File: config.mk
export PLATFORM = sky130hd
export DESIGN_NAME = topo_ctrl
export DESIGN_NICKNAME = d
export VERILOG_FILES = /design/src/design/topo_pkg.sv /design/src/design/topo_ctrl.sv
export SDC_FILE = /design/constraint.sdc
export NUM_CORES = 1
export LEC_CHECK = 0
export BUFFER_PORTS_ARGS = -buffer_cell sky130_fd_sc_hd__buf_2
export CAP_MARGIN = 20
export CORE_MARGIN = 8
export CORE_UTILIZATION = 48
export CTS_CLUSTER_DIAMETER = 40
export DETAILED_ROUTE_END_ITERATION = 16
export PLACE_DENSITY = 0.76
export SKIP_LAST_GASP = 1
export SLEW_MARGIN = 20
export SYNTH_ARGS = -nofsm -noshare
export SYNTH_HDL_FRONTEND = slang
export SYNTH_SLANG_ARGS = --single-unit
File: constraint.sdc
create_clock -name clk -period 2.2 [get_ports clk]
set_clock_uncertainty 0.1 [all_clocks]
set_input_delay 0.66 -clock clk [delete_from_list [all_inputs] [get_ports clk]]
set_output_delay 0.66 -clock clk [all_outputs]
set_load 0.01 [all_outputs]
File: src/design/topo_pkg.sv
package topo_pkg;

  typedef struct packed {
    logic [1:0] req_type;
    logic [7:0] parent_index;
    logic [7:0] child_index;
    logic [7:0] position;
  } req_t;

  typedef struct packed {
    logic [2:0] status;
    logic [7:0] node_index;
    logic [8:0] ordered_count;
  } rsp_t;

  localparam logic [1:0] REQ_CLEAR    = 2'd0;
  localparam logic [1:0] REQ_ADD_EDGE = 2'd1;
  localparam logic [1:0] REQ_FINALIZE = 2'd2;
  localparam logic [1:0] REQ_READ     = 2'd3;

  localparam logic [2:0] ST_OK        = 3'd0;
  localparam logic [2:0] ST_MISSING   = 3'd1;
  localparam logic [2:0] ST_SELF      = 3'd2;
  localparam logic [2:0] ST_DUPLICATE = 3'd3;
  localparam logic [2:0] ST_CYCLE     = 3'd4;
  localparam logic [2:0] ST_PHASE     = 3'd5;

  localparam logic [4:0] OP_NONE     = 5'd0;
  localparam logic [4:0] OP_ACCEPT   = 5'd1;
  localparam logic [4:0] OP_CLEAR    = 5'd2;
  localparam logic [4:0] OP_SWEEP    = 5'd3;
  localparam logic [4:0] OP_MISS     = 5'd4;
  localparam logic [4:0] OP_EDGE_RD  = 5'd5;
  localparam logic [4:0] OP_EDGE_WR  = 5'd6;
  localparam logic [4:0] OP_FIN_INIT = 5'd7;
  localparam logic [4:0] OP_DZERO    = 5'd8;
  localparam logic [4:0] OP_DROW     = 5'd9;
  localparam logic [4:0] OP_DEG_RD   = 5'd10;
  localparam logic [4:0] OP_DWR      = 5'd11;
  localparam logic [4:0] OP_SCHK     = 5'd12;
  localparam logic [4:0] OP_POP      = 5'd13;
  localparam logic [4:0] OP_PWAIT    = 5'd14;
  localparam logic [4:0] OP_KWR      = 5'd15;
  localparam logic [4:0] OP_FIN      = 5'd16;
  localparam logic [4:0] OP_QRD      = 5'd17;
  localparam logic [4:0] OP_NODE     = 5'd18;

  typedef struct packed {
    logic [4:0] op;
    logic       st_load;
    logic [2:0] st_val;
    logic       rsp_load;
  } cmd_t;

  typedef struct packed {
    logic [1:0] req_type;
    logic       n_zero;
    logic       missing;
    logic       ready_f;
    logic       p_oob;
    logic       c_oob;
    logic       self_e;
    logic       edge_dup;
    logic       rd_bad;
    logic       c_last;
    logic       r_last;
    logic       sweep_last;
    logic       q_empty;
    logic       all_placed;
    logic       rsp_busy;
  } stat_t;

endpackage

File: src/design/topo_ctrl.sv
module topo_ctrl (
  input  logic           clk,
  input  logic           rst,
  input  logic           req_valid,
  output logic           req_ready,
  input  topo_pkg::stat_t stat,
  output topo_pkg::cmd_t  cmd
);

  localparam logic [3:0] S_SWEEP  = 4'd0;
  localparam logic [3:0] S_IDLE   = 4'd1;
  localparam logic [3:0] S_DECODE = 4'd2;
  localparam logic [3:0] S_EDGE   = 4'd3;
  localparam logic [3:0] S_DZERO  = 4'd4;
  localparam logic [3:0] S_DROW   = 4'd5;
  localparam logic [3:0] S_DRD    = 4'd6;
  localparam logic [3:0] S_DWR    = 4'd7;
  localparam logic [3:0] S_SRD    = 4'd8;
  localparam logic [3:0] S_SCHK   = 4'd9;
  localparam logic [3:0] S_POP    = 4'd10;
  localparam logic [3:0] S_PWAIT  = 4'd11;
  localparam logic [3:0] S_KRD    = 4'd12;
  localparam logic [3:0] S_KWR    = 4'd13;
  localparam logic [3:0] S_QRD    = 4'd14;
  localparam logic [3:0] S_RESP   = 4'd15;

  logic [3:0] state;
  logic [3:0] state_next;
  logic       sweep_rsp;
  logic       sweep_rsp_next;

  assign req_ready = (state == S_IDLE);

  always_ff @(posedge clk) begin
    if (rst) begin
      state     <= S_SWEEP;
      sweep_rsp <= 1'b0;
    end else begin
      state     <= state_next;
      sweep_rsp <= sweep_rsp_next;
    end
  end

  always_comb begin
    state_next     = state;
    sweep_rsp_next = sweep_rsp;
    cmd.op         = topo_pkg::OP_NONE;
    cmd.st_load    = 1'b0;
    cmd.st_val     = topo_pkg::ST_OK;
    cmd.rsp_load   = 1'b0;
    case (state)
      S_SWEEP: begin
        cmd.op = topo_pkg::OP_SWEEP;
        if (stat.sweep_last) begin
          sweep_rsp_next = 1'b0;
          state_next     = sweep_rsp ? S_RESP : S_IDLE;
        end
      end
      S_IDLE: begin
        if (req_valid) begin
          cmd.op     = topo_pkg::OP_ACCEPT;
          state_next = S_DECODE;
        end
      end
      S_DECODE: begin
        cmd.st_load = 1'b1;
        state_next  = S_RESP;
        case (stat.req_type)
          topo_pkg::REQ_CLEAR: begin
            cmd.op         = topo_pkg::OP_CLEAR;
            cmd.st_val     = topo_pkg::ST_OK;
            sweep_rsp_next = 1'b1;
            state_next     = S_SWEEP;
          end
          topo_pkg::REQ_ADD_EDGE: begin
            if (stat.ready_f) begin
              cmd.st_val = topo_pkg::ST_PHASE;
            end else if (stat.p_oob) begin
              cmd.op     = topo_pkg::OP_MISS;
              cmd.st_val = topo_pkg::ST_MISSING;
            end else if (stat.c_oob) begin
              cmd.st_val = topo_pkg::ST_MISSING;
            end else if (stat.self_e) begin
              cmd.st_val = topo_pkg::ST_SELF;
            end else begin
              cmd.op      = topo_pkg::OP_EDGE_RD;
              cmd.st_load = 1'b0;
              state_next  = S_EDGE;
            end
          end
          topo_pkg::REQ_FINALIZE: begin
            if (stat.n_zero) begin
              cmd.st_val = topo_pkg::ST_PHASE;
            end else if (stat.missing) begin
              cmd.st_val = topo_pkg::ST_MISSING;
            end else begin
              cmd.op      = topo_pkg::OP_FIN_INIT;
              cmd.st_load = 1'b0;
              state_next  = S_DZERO;
            end
          end
          default: begin
            if (stat.rd_bad) begin
              cmd.st_val = topo_pkg::ST_PHASE;
            end else begin
              cmd.op      = topo_pkg::OP_QRD;
              cmd.st_load = 1'b0;
              state_next  = S_QRD;
            end
          end
        endcase
      end
      S_EDGE: begin
        cmd.st_load = 1'b1;
        if (stat.edge_dup) begin
          cmd.st_val = topo_pkg::ST_DUPLICATE;
        end else begin
          cmd.op     = topo_pkg::OP_EDGE_WR;
          cmd.st_val = topo_pkg::ST_OK;
        end
        state_next = S_RESP;
      end
      S_DZERO: begin
        cmd.op = topo_pkg::OP_DZERO;
        if (stat.c_last) begin
          state_next = S_DROW;
        end
      end
      S_DROW: begin
        cmd.op     = topo_pkg::OP_DROW;
        state_next = S_DRD;
      end
      S_DRD: begin
        cmd.op     = topo_pkg::OP_DEG_RD;
        state_next = S_DWR;
      end
      S_DWR: begin
        cmd.op = topo_pkg::OP_DWR;
        if (stat.c_last && stat.r_last) begin
          state_next = S_SRD;
        end else if (stat.c_last) begin
          state_next = S_DROW;
        end else begin
          state_next = S_DRD;
        end
      end
      S_SRD: begin
        cmd.op     = topo_pkg::OP_DEG_RD;
        state_next = S_SCHK;
      end
      S_SCHK: begin
        cmd.op     = topo_pkg::OP_SCHK;
        state_next = stat.c_last ? S_POP : S_SRD;
      end
      S_POP: begin
        if (stat.q_empty) begin
          cmd.op      = topo_pkg::OP_FIN;
          cmd.st_load = 1'b1;
          cmd.st_val  = stat.all_placed ? topo_pkg::ST_OK : topo_pkg::ST_CYCLE;
          state_next  = S_RESP;
        end else begin
          cmd.op     = topo_pkg::OP_POP;
          state_next = S_PWAIT;
        end
      end
      S_PWAIT: begin
        cmd.op     = topo_pkg::OP_PWAIT;
        state_next = S_KRD;
      end
      S_KRD: begin
        cmd.op     = topo_pkg::OP_DEG_RD;
        state_next = S_KWR;
      end
      S_KWR: begin
        cmd.op     = topo_pkg::OP_KWR;
        state_next = stat.c_last ? S_POP : S_KRD;
      end
      S_QRD: begin
        cmd.op      = topo_pkg::OP_NODE;
        cmd.st_load = 1'b1;
        cmd.st_val  = topo_pkg::ST_OK;
        state_next  = S_RESP;
      end
      S_RESP: begin
        if (!stat.rsp_busy) begin
          cmd.rsp_load = 1'b1;
          state_next   = S_IDLE;
        end
      end
      default: begin
        state_next = S_IDLE;
      end
    endcase
  end

`ifndef SYNTH
  a_accept_decode: assert property (@(posedge clk) disable iff (rst)
    (req_valid && req_ready) |=> (state == S_DECODE))
    else $error("accepted transaction not decoded");

  a_load_free: assert property (@(posedge clk) disable iff (rst)
    cmd.rsp_load |-> !stat.rsp_busy)
    else $error("result loaded over a pending transaction");

  a_sweep_closed: assert property (@(posedge clk) disable iff (rst)
    (state == S_SWEEP) |-> !req_ready)
    else $error("request taken during row clearing");
`endif

endmodule

==> summary.md <==
| Metric | Value |
|---|---|
| Cells after Synth | between 100 and 150 |
| Setup TNS | -1.20 ns |
| Sw Ratio | 0.486 |
| TritonCTS buffer count | 3 |
| Die area | 0.00321 mm^2 |
| I/O Buffers | 29 |
| Most used flip-flop cell after synthesis | dfxtp_1 |
| GRT Util Overall | 0.169 |
| Worst path cell trace | buf_2 -> or4_4 -> nand4_1 -> o21ai_1 -> buf_2 |
| EDFF count, synth | 0 |
| Skew-Pair Late Insertion Delay | 0.23 ns |
| Vias after detailed routing | 1166 |
| Initial Utilization | 0.520 |
| Final wirelength | 3.23 mm |
| CP required | approximately 1.4 ns |
| Worst setup margin | -0.203 ns |
| Hold WC Path Type | reg2reg |
| Final Hold Vio Count | 0 |
| FILL cells | 102 |
| Synth top cells by count | 12 x nand2_1, 11 x o21ai_0, 8 x a21oi_1 |
| Failing checks | negative setup slack |
| Layout net count | 182 |
| Most frequent cell after synthesis | nand2_1 |
| Area leader, netlist | dfxtp_1 |
| Placer Congestion | 0.876 |
| Die width | 56.6 um |
| CP most frequent cell | buf_2 |
| Largest net degree at the start of global routing | 14 |
| Synth Net Count | 135 |
| Ys async rst share | 0 |
| Flop pwr share | 0.188 |
| #FFs+latches synth | 5 |
| IO Count | 30 |
| CP max-delay cell | or4_4 |
| Design Area, Final | between 0.001 and 0.0015 mm^2 |
| Power share of the clock group | 0.088 |
| Fin crit share | 1.09 |
| Sequential share of the synthesized area | 0.126 |
| Critical path launch point type | primary input |
| Internal | 0.594 mW |
| Clk sinks | 5 |
| Final setup fails | 8 |
| Status | finished, violations left |
| Cell variety after synth | 44 |
| Drt initial violations | slightly below 90 |
| Max IR drop VDD | around 0.66 mV |
| Total of max-cap violations | 0 |
| Cell row count | 14 |
| Clk pin slew, worst setup/hold paths | about 0.040 ns |
| Syn-to-layout area delta | 49.8% |
| Die Height | about 57 um |
| Fraction of layout cells with a size suffix above 1 | 0.444 |
| Synth top area cells | dfxtp_1 13%, o21ai_0 7.0%, nand2_1 5.7%, a21oi_1 5.1%, buf_4 3.8% |
| Number of routed nets with antenna violations | 0 |
| Leak Pwr | 0.519 nW |
| Hpwl dp | about 2.2 mm |
| Tmin final | between 2 and 2.5 ns |
| Power, Total | 1.16 mW |
| Remaining Overflow, GRT | 0 |
| Dpl ws | -0.294 ns |
| Via density | approximately 6.6 |
| First-pass GRT wire length | 4.77 mm |
| WL/cell | approximately 18 um |
| PD cells | 976 mW/mm^2 |
| Max_slew headroom | 0.676 |
| Vias in the first global route | 1140 |
| P_sw | 0.563 mW |
| Mapped Avg Cell Area | 6.83 um^2 |
| Post-synth top area share | 0.126 |
| Max stage delay on crit path | 0.54 ns |
| Clock root cell | clkbuf_4 |
| CTS tree | done |
| Mapped cell area | about 790 um^2 |
| Crit Path Category | in2out |
| Peak Freq | 416 MHz |
| CP Capture Type | output port |
| Worst Max-Slew Pin Slew | 0.474 ns |
| Final slew viol count | 0 |
| Post-DP Area | 0.00107 mm^2 |
| Arrival time at the worst endpoint | 1.64 ns |
| Antenna fix cells | 0 |
| DR DRC count | 0 |
| Initial antenna violation count | 0 |
| CTS Buffer Depth | 2 |
| Core area | 0.00152 mm^2 |
| RSZ-0062 raised after global routing | true |
| YS warnings | 0 |
| Critical-path maximum fanout | 3 |
| H-tree levels | 1 |
| Gate power share | 0.724 |
| First drt pass iteration count | 5 |
[registers in the layout (all words and copies together), names as in the netlist]
name       count
sweep_rsp      1
state          4
[cell families (layout without fill, tap and decap cells)]
logic type / count (synthesis) / in the layout / share of synthesized area
buf+inv: 14 / 60 / 0.0932
flops: 5 / 5 / 0.126
mux: 1 / 1 / 0.0126
compound gates: 42 / 42 / 0.363
simple gates: 54 / 54 / 0.404
[layer usage]
layer | vias up | global-route usage | wire (um)
li1 | 540 | - | -
met2 | 101 | 0.287 | 1590
met5 | - | 0 | 0
met1 | 513 | 0.208 | 1200
met4 | 0 | 0.0550 | 84
met3 | 12 | 0.0270 | 359
[power groups by stage]
stage	Clock (mW)	Sequential [mW]	Combinational (mW)
6_report	0.102	0.217	0.838
5_1_grt	0.112	0.224	0.903
4_1_cts	0.105	0.204	0.789
3_5_place_dp	0	0.195	0.770
3_3_place_gp	0	0.192	0.755
2_1_floorplan	0	0.149	0.551
[layout by cell type, fill, tap and decap left out, types with 3 or more instances in the layout]
master | Yosys | final
a21oi_1 | 8 | 8
a22o_1 | 3 | 3
a311oi_1 | 3 | 3
buf_2 | 5 | 27
buf_4 | 4 | 23
clkbuf_4 | 0 | 3
inv_1 | 5 | 5
nand2_1 | 12 | 12
nand2b_1 | 4 | 3
nand3_1 | 4 | 4
nand4_1 | 3 | 3
nor2_1 | 6 | 6
nor2b_1 | 4 | 4
o21ai_0 | 11 | 7
o21ai_1 | 1 | 5
[worst paths after layout]
path	startpoint	end	slack [ns]	cells after the start
max	stat[10]	cmd[1]	-0.20	5
min	sweep_rsp	sweep_rsp	0.39	2
max reg2reg	state[2]	state[3]	0.43	5
min reg2reg	sweep_rsp	sweep_rsp	0.39	2
[timing repair]
action	in CTS	in global routing
hold buffers	0	0
buffers inserted	0	1
resized for setup	12	11
setup endpoints to repair	9	9
pin swaps	2	5
[critical path, delay by kind of cell]
| family | cells | cell delay (ns) |
|---|---|---|
| buffers and inverters | 2 | 0.27 |
| AND/OR/NAND/NOR | 2 | 0.65 |
| AO/OA/AOI/OAI | 1 | 0.07 |
[through the flow]
step           hold WS (ns)  cells   util
6_report              0.393    178  0.778
5_1_grt               0.386    178  0.778
4_1_cts               0.377    177  0.745
3_5_place_dp          0.371    173  0.700
3_3_place_gp          0.373    173  0.700
2_1_floorplan         0.331    116      -
[cell type report]
cell class	instances	area [um^2]	share of cell area
clock buffer	4	26.3	0.0222
inverter	5	18.8	0.0158
multi-input combinational	97	688	0.580
sequential	5	110	0.0928
tap	16	20.0	0.0169
timing repair buffer	51	323	0.272
No activity file was read; power rests on OpenSTA's default activity.
